### src/hw/rtl/ucc_pkg.sv
// Shared types and constants for the UPS cycle controller.
package ucc_pkg;

  // Timing constants, in milliseconds
  localparam logic [31:0] HOLD_TIME_MS  = 32'd3000;
  localparam int unsigned MS_PER_SECOND = 1000;
  localparam logic [31:0] RESET_ON_MS   = 32'd60000;
  localparam logic [31:0] RESET_OFF_MS  = 32'd60000;

  // Reciprocal for the ms-to-seconds conversion: estimate is exact or one low
  localparam int unsigned  SEC_SHIFT   = $clog2(MS_PER_SECOND);
  localparam int unsigned  RECIP_SHIFT = 31 + SEC_SHIFT;
  localparam logic [63:0]  RECIP_WIDE  = (64'd1 << RECIP_SHIFT) / 64'(MS_PER_SECOND);
  localparam logic [31:0]  RECIP_MULT  = RECIP_WIDE[31:0];
  localparam logic [31:0]  MS_DIVISOR  = 32'(MS_PER_SECOND);

  localparam int unsigned SECS_W = 23;

  // Result queue behind the divider pipeline
  localparam int unsigned FIFO_DEPTH = 8;
  localparam int unsigned FIFO_AW    = $clog2(FIFO_DEPTH);

  // Configuration port
  localparam int unsigned PADDR_W = 3;

  typedef enum logic [1:0] {
    REQ_TICK  = 2'd0,
    REQ_ALLOW = 2'd1,
    REQ_MODE  = 2'd2
  } req_e;

  typedef enum logic [1:0] {
    MODE_OFF   = 2'd0,
    MODE_ON    = 2'd1,
    MODE_CYCLE = 2'd2
  } mode_e;

  typedef enum logic {
    REG_ON_TIME  = 1'b0,
    REG_OFF_TIME = 1'b1
  } reg_e;

  typedef struct packed {
    logic [1:0] req_type;
    logic       ups_sense;
    logic       button_busy;
    logic       allow_value;
    logic [1:0] mode_value;
  } in_t;

  typedef struct packed {
    logic              press_button;
    logic              ups_on;
    logic [1:0]        active_mode;
    logic              allowed_now;
    logic              holding;
    logic [SECS_W-1:0] seconds_to_switch;
  } out_t;

  // Status bits that travel beside the remaining time through the divider
  typedef struct packed {
    logic       press_button;
    logic       ups_on;
    logic [1:0] active_mode;
    logic       allowed_now;
    logic       holding;
  } stat_t;

endpackage

### src/hw/rtl/ucc_cfg_regs.sv
// APB-style configuration registers: cycle on and off times.
module ucc_cfg_regs
  import ucc_pkg::*;
(
  input  logic               clk_i,
  input  logic               rst_ni,
  input  logic               psel,
  input  logic               penable,
  input  logic               pwrite,
  input  logic [PADDR_W-1:0] paddr,
  input  logic [31:0]        pwdata,
  output logic [31:0]        prdata,
  output logic               pready,
  output logic [31:0]        on_time_o,
  output logic [31:0]        off_time_o
);

  logic [31:0] on_time_q, on_time_d;
  logic [31:0] off_time_q, off_time_d;
  logic        wr_en;
  reg_e        sel;

  assign pready = 1'b1;
  assign wr_en  = psel && penable && pwrite;
  assign sel    = reg_e'(paddr[2]);

  always_comb begin
    on_time_d  = on_time_q;
    off_time_d = off_time_q;
    if (wr_en) begin
      case (sel)
        REG_ON_TIME:  on_time_d  = pwdata;
        REG_OFF_TIME: off_time_d = pwdata;
        default: ;
      endcase
    end
  end

  always_ff @(posedge clk_i or negedge rst_ni) begin
    if (!rst_ni) begin
      on_time_q  <= RESET_ON_MS;
      off_time_q <= RESET_OFF_MS;
    end else begin
      on_time_q  <= on_time_d;
      off_time_q <= off_time_d;
    end
  end

  always_comb begin
    case (sel)
      REG_ON_TIME:  prdata = on_time_q;
      REG_OFF_TIME: prdata = off_time_q;
      default:      prdata = '0;
    endcase
  end

  assign on_time_o  = on_time_q;
  assign off_time_o = off_time_q;

endmodule

### src/hw/rtl/ucc_core.sv
// Controller state and per-item update; registers status and time to switch.
module ucc_core
  import ucc_pkg::*;
(
  input  logic        clk_i,
  input  logic        rst_ni,
  input  logic [31:0] on_time_i,
  input  logic [31:0] off_time_i,
  input  logic        item_valid_i,
  input  in_t         item_i,
  output logic        res_valid_o,
  output stat_t       res_stat_o,
  output logic [31:0] res_rem_o
);

  logic [31:0] clock_q, clock_d;
  logic [31:0] next_sw_q, next_sw_d;
  logic [31:0] saved_rem_q, saved_rem_d;
  logic        on_q, on_d;
  logic [1:0]  mode_q, mode_d;
  logic [1:0]  pers_q, pers_d;
  logic        allow_q, allow_d;
  logic        hold_q, hold_d;
  logic        saved_on_q, saved_on_d;
  logic        restore_q, restore_d;
  logic        press;
  logic [31:0] now;
  logic [31:0] rem;
  logic        busy;

  logic        res_valid_q;
  stat_t       res_stat_q;
  logic [31:0] res_rem_q;

  assign busy = item_i.button_busy;
  assign now  = clock_q + 32'd1;

  always_comb begin
    clock_d     = clock_q;
    next_sw_d   = next_sw_q;
    saved_rem_d = saved_rem_q;
    on_d        = on_q;
    mode_d      = mode_q;
    pers_d      = pers_q;
    allow_d     = allow_q;
    hold_d      = hold_q;
    saved_on_d  = saved_on_q;
    restore_d   = restore_q;
    press       = 1'b0;

    if (item_valid_i) begin
      case (item_i.req_type)
        REQ_TICK: begin
          clock_d = now;
          if (hold_q) begin
            if (now >= HOLD_TIME_MS) begin
              hold_d  = 1'b0;
              allow_d = 1'b1;
              if (mode_q == MODE_CYCLE && !restore_q)
                next_sw_d = now + (on_q ? on_time_i : off_time_i);
            end
          end else begin
            // follow the sensed state unless a restore is pending
            if (item_i.ups_sense != on_q && !restore_q) begin
              on_d = item_i.ups_sense;
              if (mode_q == MODE_CYCLE)
                next_sw_d = now + (on_d ? on_time_i : off_time_i);
            end
            if (!allow_q) begin
              next_sw_d = '0;
              press     = on_d && !busy;
            end else begin
              case (mode_q)
                MODE_ON: begin
                  next_sw_d = '0;
                  press     = !on_d && !busy;
                end
                MODE_OFF: begin
                  next_sw_d = '0;
                  press     = on_d && !busy;
                end
                MODE_CYCLE: begin
                  if (restore_q && saved_on_q && !on_d && !busy) begin
                    press = 1'b1;
                    on_d  = 1'b1;
                  end
                  if (next_sw_d != '0 && now >= next_sw_d && !busy) begin
                    press     = 1'b1;
                    next_sw_d = now + (on_d ? on_time_i : off_time_i);
                    restore_d = 1'b0;
                  end
                end
                default: ;
              endcase
            end
          end
        end
        REQ_ALLOW: begin
          allow_d = item_i.allow_value;
          if (!item_i.allow_value) begin
            saved_on_d  = on_q;
            saved_rem_d = next_sw_q - clock_q;
            press       = !hold_q && on_q && !busy;
            mode_d      = MODE_OFF;
            next_sw_d   = '0;
          end else begin
            mode_d = pers_q;
            if (!hold_q && pers_q == MODE_CYCLE) begin
              next_sw_d = clock_q + saved_rem_q;
              restore_d = 1'b1;
            end
          end
        end
        REQ_MODE: begin
          if (item_i.mode_value inside {MODE_OFF, MODE_ON, MODE_CYCLE}) begin
            mode_d = item_i.mode_value;
            pers_d = item_i.mode_value;
            if (!hold_q && item_i.mode_value == MODE_CYCLE)
              next_sw_d = clock_q + (on_q ? on_time_i : off_time_i);
          end
        end
        default: ;
      endcase
    end
  end

  // Milliseconds to the next switch, zero when none is pending or the switch is already due
  assign rem = (next_sw_d != '0 && next_sw_d > clock_d) ? (next_sw_d - clock_d) : '0;

  always_ff @(posedge clk_i or negedge rst_ni) begin
    if (!rst_ni) begin
      clock_q     <= '0;
      next_sw_q   <= '0;
      saved_rem_q <= '0;
      on_q        <= 1'b0;
      mode_q      <= MODE_CYCLE;
      pers_q      <= MODE_CYCLE;
      allow_q     <= 1'b0;
      hold_q      <= 1'b1;
      saved_on_q  <= 1'b0;
      restore_q   <= 1'b0;
      res_valid_q <= 1'b0;
    end else begin
      clock_q     <= clock_d;
      next_sw_q   <= next_sw_d;
      saved_rem_q <= saved_rem_d;
      on_q        <= on_d;
      mode_q      <= mode_d;
      pers_q      <= pers_d;
      allow_q     <= allow_d;
      hold_q      <= hold_d;
      saved_on_q  <= saved_on_d;
      restore_q   <= restore_d;
      res_valid_q <= item_valid_i;
    end
  end

  always_ff @(posedge clk_i) begin
    if (item_valid_i) begin
      res_stat_q.press_button <= press;
      res_stat_q.ups_on       <= on_d;
      res_stat_q.active_mode  <= mode_d;
      res_stat_q.allowed_now  <= allow_d;
      res_stat_q.holding      <= hold_d;
      res_rem_q               <= rem;
    end
  end

  assign res_valid_o = res_valid_q;
  assign res_stat_o  = res_stat_q;
  assign res_rem_o   = res_rem_q;

endmodule

### src/hw/rtl/ucc_sec_div.sv
// Pipelined ms-to-seconds conversion by reciprocal multiply and one correction.
module ucc_sec_div
  import ucc_pkg::*;
(
  input  logic        clk_i,
  input  logic        rst_ni,
  input  logic        valid_i,
  input  stat_t       stat_i,
  input  logic [31:0] rem_i,
  output logic        valid_o,
  output out_t        res_o
);

  // stage a: reciprocal product
  logic        va_q;
  stat_t       sa_q;
  logic [31:0] ra_q;
  logic [63:0] prod_q;
  // stage b: quotient estimate
  logic        vb_q;
  stat_t       sb_q;
  logic [31:0] rb_q;
  logic [31:0] qe_q;
  logic [63:0] qe_wide;
  // stage c: estimate times divisor
  logic        vc_q;
  stat_t       sc_q;
  logic [31:0] rc_q;
  logic [31:0] qc_q;
  logic [31:0] qd_q;
  logic [31:0] resid;
  logic [31:0] quot;

  assign qe_wide = prod_q >> RECIP_SHIFT;

  always_ff @(posedge clk_i or negedge rst_ni) begin
    if (!rst_ni) begin
      va_q <= 1'b0;
      vb_q <= 1'b0;
      vc_q <= 1'b0;
    end else begin
      va_q <= valid_i;
      vb_q <= va_q;
      vc_q <= vb_q;
    end
  end

  always_ff @(posedge clk_i) begin
    sa_q   <= stat_i;
    ra_q   <= rem_i;
    prod_q <= 64'(rem_i) * 64'(RECIP_MULT);
    sb_q   <= sa_q;
    rb_q   <= ra_q;
    qe_q   <= qe_wide[31:0];
    sc_q   <= sb_q;
    rc_q   <= rb_q;
    qc_q   <= qe_q;
    qd_q   <= 32'(qe_q * MS_DIVISOR);
  end

  // estimate is at most one low; fix it with one compare
  assign resid = rc_q - qd_q;
  assign quot  = (resid >= MS_DIVISOR) ? (qc_q + 32'd1) : qc_q;

  assign valid_o                = vc_q;
  assign res_o.press_button      = sc_q.press_button;
  assign res_o.ups_on            = sc_q.ups_on;
  assign res_o.active_mode       = sc_q.active_mode;
  assign res_o.allowed_now       = sc_q.allowed_now;
  assign res_o.holding           = sc_q.holding;
  assign res_o.seconds_to_switch = quot[SECS_W-1:0];

endmodule

### src/hw/rtl/ucc_out_fifo.sv
// Small result queue in front of the output channel.
module ucc_out_fifo
  import ucc_pkg::*;
(
  input  logic clk_i,
  input  logic rst_ni,
  input  logic push_i,
  input  out_t data_i,
  output logic valid_o,
  input  logic stall_i,
  output out_t data_o
);

  out_t               mem_q [FIFO_DEPTH];
  logic [FIFO_AW-1:0] wr_q, rd_q;
  logic [FIFO_AW:0]   cnt_q;
  logic               pop;

  assign valid_o = (cnt_q != '0);
  assign pop     = valid_o && !stall_i;
  assign data_o  = mem_q[rd_q];

  always_ff @(posedge clk_i or negedge rst_ni) begin
    if (!rst_ni) begin
      wr_q  <= '0;
      rd_q  <= '0;
      cnt_q <= '0;
    end else begin
      if (push_i) wr_q <= wr_q + 1'b1;
      if (pop)    rd_q <= rd_q + 1'b1;
      case ({push_i, pop})
        2'b10:   cnt_q <= cnt_q + 1'b1;
        2'b01:   cnt_q <= cnt_q - 1'b1;
        default: ;
      endcase
    end
  end

  always_ff @(posedge clk_i) begin
    if (push_i) mem_q[wr_q] <= data_i;
  end

endmodule

### src/hw/rtl/ups_cycle_controller.sv
// Top level of the UPS cycle controller: config regs, core, divider, result queue.
// Path from input transfer to result valid: the input reg loads at the transfer
//   edge, then state update, three divider stages, result queue.
// Throughput: one item per cycle; the result queue holds 8 results, so input
//   stalls only once 8 results are in flight or waiting downstream.
// Reset: asynchronous, active low; state returns to cycle mode with the startup
//   hold running, on and off times return to 60000 ms. No clearing pass.
module ups_cycle_controller
  import ucc_pkg::*;
(
  input  logic               clk_i,
  input  logic               rst_ni,
  // input channel
  input  logic               in_valid_i,
  output logic               in_stall_o,
  input  in_t                in_data_i,
  // output channel
  output logic               out_valid_o,
  input  logic               out_stall_i,
  output out_t               out_data_o,
  // configuration port
  input  logic               psel,
  input  logic               penable,
  input  logic               pwrite,
  input  logic [PADDR_W-1:0] paddr,
  input  logic [31:0]        pwdata,
  output logic [31:0]        prdata,
  output logic               pready
);

  logic [31:0]      on_time, off_time;
  logic             in_xfer, out_xfer;
  logic [FIFO_AW:0] credit_q;

  // input register
  logic             v0_q;
  in_t              in_q;

  logic             core_valid;
  stat_t            core_stat;
  logic [31:0]      core_rem;

  logic             div_valid;
  out_t             div_res;

  ucc_cfg_regs u_cfg (
    .clk_i      (clk_i),
    .rst_ni     (rst_ni),
    .psel       (psel),
    .penable    (penable),
    .pwrite     (pwrite),
    .paddr      (paddr),
    .pwdata     (pwdata),
    .prdata     (prdata),
    .pready     (pready),
    .on_time_o  (on_time),
    .off_time_o (off_time)
  );

  // Credit count: items accepted and not yet transferred out. Capping it at
  // the queue depth means the pipeline never has to stop; the stall flag is
  // taken from a register only, so it never depends on out_stall_i.
  assign in_stall_o = (credit_q == (FIFO_AW+1)'(FIFO_DEPTH));
  assign in_xfer    = in_valid_i && !in_stall_o;
  assign out_xfer   = out_valid_o && !out_stall_i;

  always_ff @(posedge clk_i or negedge rst_ni) begin
    if (!rst_ni) begin
      credit_q <= '0;
      v0_q     <= 1'b0;
    end else begin
      case ({in_xfer, out_xfer})
        2'b10:   credit_q <= credit_q + 1'b1;
        2'b01:   credit_q <= credit_q - 1'b1;
        default: ;
      endcase
      v0_q <= in_xfer;
    end
  end

  always_ff @(posedge clk_i) begin
    if (in_xfer) in_q <= in_data_i;
  end

  // State update: one item per cycle, result registered with its remaining time
  ucc_core u_core (
    .clk_i        (clk_i),
    .rst_ni       (rst_ni),
    .on_time_i    (on_time),
    .off_time_i   (off_time),
    .item_valid_i (v0_q),
    .item_i       (in_q),
    .res_valid_o  (core_valid),
    .res_stat_o   (core_stat),
    .res_rem_o    (core_rem)
  );

  // Remaining ms to whole seconds; status rides along
  ucc_sec_div u_div (
    .clk_i   (clk_i),
    .rst_ni  (rst_ni),
    .valid_i (core_valid),
    .stat_i  (core_stat),
    .rem_i   (core_rem),
    .valid_o (div_valid),
    .res_o   (div_res)
  );

  // Results wait here while the output side stalls
  ucc_out_fifo u_fifo (
    .clk_i   (clk_i),
    .rst_ni  (rst_ni),
    .push_i  (div_valid),
    .data_i  (div_res),
    .valid_o (out_valid_o),
    .stall_i (out_stall_i),
    .data_o  (out_data_o)
  );

endmodule

### config.mk
export PLATFORM = sky130hd
export DESIGN_NAME = ups_cycle_controller
export DESIGN_NICKNAME = d
export VERILOG_FILES = /design/src/hw/rtl/ucc_pkg.sv /design/src/hw/rtl/ucc_cfg_regs.sv /design/src/hw/rtl/ucc_core.sv /design/src/hw/rtl/ucc_sec_div.sv /design/src/hw/rtl/ucc_out_fifo.sv /design/src/hw/rtl/ups_cycle_controller.sv
export SDC_FILE = /design/constraint.sdc
export NUM_CORES = 2
export LEC_CHECK = 0
export BUFFER_PORTS_ARGS = -buffer_cell sky130_fd_sc_hd__buf_4
export CORE_ASPECT_RATIO = 1.25
export CORE_MARGIN = 3
export CORE_UTILIZATION = 43
export CTS_CLUSTER_DIAMETER = 50
export DETAILED_ROUTE_END_ITERATION = 7
export PLACE_DENSITY = 0.6
export RECOVER_POWER = 25
export REMOVE_ABC_BUFFERS = 1
export SETUP_SLACK_MARGIN = 0.4
export SLEW_MARGIN = 30
export SYNTH_ARGS = -nofsm -noshare
export SYNTH_HDL_FRONTEND = slang
export SYNTH_SLANG_ARGS = --single-unit
### constraint.sdc
create_clock -name clk_i -period 14.2 [get_ports clk_i]
set_clock_uncertainty 0.15 [all_clocks]
set_input_delay 1.42 -clock clk_i [delete_from_list [all_inputs] [get_ports clk_i]]
set_output_delay 1.42 -clock clk_i [all_outputs]
set_load 0.05 [all_outputs]
==> results.md <==
- Synth cell count leaders: 851 x inv_1, 762 x ha_1, 448 x fa_1
- Die area: 143000 um^2
- Fmax: 78.0 MHz
- Clk buf depth: 3
- Sequential share of the synthesized area: 0.287
- Vias/cell: 5.52
- Nets: 7134
- Crit end category: register
- # DRC: 0
- Required @ worst endpoint: 14.47 ns
- Drt first pass iters: 7
- Grt ovf: 0
- Routability cong.: 0.982
- Yosys Warn Count: 0
- # hold bufs at CTS: 0
- Setup TNS: 0 ns
- Clock-pin slew of the registers on the worst-case setup and hold paths: 0.06 ns
- Violated checks: max-capacitance violations, max-slew violations
- GRT Overall Usage: 0.237
- Outcome: complete, but fails checks
- Synth top area cells: ha_1 16%, fa_1 15%, edfxtp_1 14%, dfrtp_1 7.2%, dfxtp_1 6.8%
- Die H: 422 um
- H-tree levels: 3
- Post CTS Setup Buffer Count: 0
- Num rows: 151
- Synth area leader: ha_1
- Fin crit share: 0.903
- Initial DRC count: 2440
- Rel. slew slack: -1.86
- First-pass GRT wire length: 261 mm
- Startpoint types: register
- Initial core utilization: 0.436
- Flops & latches, synth: 666
- Largest net degree at the start of global routing: 72
- Share of the synthesized area in the top cell type: 0.160
- Slew at the pin with the worst max-slew slack: 4.29 ns
- Synth-to-Final Area Change: 10.4%
- Core Area: 136000 um^2
- TritonCTS Buffers: 84
- CP Max Fanout: 28
- Slew Limit Fails: 120
- Critical Path Slowest Stage Cell: inv_2
- Worst Hold Class: reg2reg
- Most common cell in the synthesized netlist: inv_1
- Endpoints failing setup: 0
- Clock root buffer master: clkbuf_16
- Synth Area per Inst: 10.3 um^2
- Post-synth EDFFs: 277
- WP data arrival: 13.10 ns
- DR WL/cell: 21.7 um
- Crit-path most repeated cell: a21oi_1
- Hpwl dp: 136 mm
- Max-cap violations: 2
- Worst stage delay on the critical path: 0.65 ns
- Vias: 43000
- Drt total wl: 169 mm
- # IOs: 113
- Share of layout cells above drive strength 1: 0.119
- Final Hold Fails: 0
- Fill count: 12700
- Chip width: 339 um
- Asr flop ratio synth: 0.282
- Initial antenna violation count: 2
- Number of library cell types mapped by synthesis: 116
- Syn Inst Count: 5742
- Clock latency on the worst-skew pair: 0.70 ns
- Remaining antenna violation count after routing: 0
- Main synth FF type: edfxtp_1
- # port buffers: 109
- Syn Std Cell Area: 59400 um^2
- RSZ-0062 raised after global routing: false
- Min cycle time layout: 12.83 ns
- Quantity of gates resized following cts: 0
- TritonCTS clock tree: yes
- WS Path Type: reg2reg
- Clock sink count: 666
- Vias in the first global route: 45500
[through the flow]
step                      hold WS (ns)  std cells  cell area [um^2]  setup WS, ns  utilization
after detailed placement         0.162       7625             62700          1.46        0.460
final                            0.155       7783             65600          1.37        0.481
after global placement           0.160       7618             62500          1.51        0.458
after floorplan                  0.160       5604             58800          4.51            -
after CTS                        0.156       7781             65700          1.49        0.481
after global routing             0.157       7781             65600         0.716        0.481
[sequential cells by signal, indices dropped and copies added (netlist names), 29 cells and up]
name                count
u_cfg.on_time_o        32
u_div.ra_q             29
u_div.rc_q             29
u_div.qd_q             29
u_core.res_rem_o       32
u_fifo.mem_q          232
u_core.saved_rem_q     32
u_div.rb_q             29
u_core.next_sw_q       32
u_cfg.off_time_o       32
u_core.clock_q         32
[final timing paths]
kind | endpoint | depth (start not counted) | slack (ns) | from
worst min-delay path | u_div.qe_q[16]$_DFF_P_ | 0 | 0.15 | u_div.prod_q[57]$_DFF_P_
worst min register to register | u_div.qe_q[16]$_DFF_P_ | 0 | 0.15 | u_div.prod_q[57]$_DFF_P_
worst max register to register | u_core.res_rem_o[3]$_SDFFCE_PN0P_ | 46 | 1.37 | u_core.clock_q[1]$_DFF_PN0_
max in group asynchronous | u_fifo.rd_q[0]$_DFFE_PN0P_ | 2 | 9.24 | rst_ni
worst max-delay path | u_core.res_rem_o[3]$_SDFFCE_PN0P_ | 46 | 1.37 | u_core.clock_q[1]$_DFF_PN0_
min in group asynchronous | u_cfg.on_time_o[16]$_DFFE_PN0P_ | 1 | 2.12 | rst_ni
[routing by layer]
metal | wire length, um | vias up | GRT usage
met5 | 0 | - | 0
met4 | 9800 | 0 | 0.122
met3 | 6120 | 343 | 0.0242
met2 | 85200 | 1002 | 0.426
met1 | 67700 | 21200 | 0.279
li1 | - | 20400 | -
[critical path, delay by kind of cell, from the launching register on]
kind | cells | cell delay (ns)
AO/OA/AOI/OAI | 22 | 4.77
AND/OR/NAND/NOR | 15 | 4.25
adder cells (fa/ha/maj) | 4 | 1.35
buffers and inverters | 3 | 1.00
flip-flops | 1 | 0.64
XOR/XNOR | 2 | 0.38
[final cells by class]
cell class	count	area, um^2	share of cell area
antenna	2	5.00	0.0000763
clock buffer	109	2340	0.0357
clock inverter	47	618	0.00942
inverter	854	3210	0.0489
multi-input combinational	4084	38600	0.588
sequential	666	17100	0.260
tap	1836	2300	0.0350
timing repair buffer	185	1450	0.0222
[kinds of logic after synthesis]
logic type	share of synthesized area
simple gates	0.0961
mux	0.0704
other cells	0.0000631
compound gates	0.124
buf+inv	0.0647
flops	0.287
xor+xnor	0.0466
fa+ha+maj	0.311
[cell usage in the layout, fill, tap and decap left out, types with 102 or more instances in the layout]
cell type / Yosys / routed
a21o_1: 109 / 109
xnor2_1: 214 / 214
fa_1: 448 / 448
a21oi_1: 289 / 288
edfxtp_1: 277 / 277
nor2_1: 264 / 257
ha_1: 762 / 762
dfrtp_1: 171 / 167
inv_1: 851 / 851
xor2_1: 102 / 102
nand2_1: 294 / 294
mux2_2: 224 / 224
o21ai_0: 235 / 234
buf_4: 3 / 147
dfxtp_1: 201 / 201
Power is not shown: default switching activity piles up to over one toggle a cycle in this logic, so the estimate is an artifact.
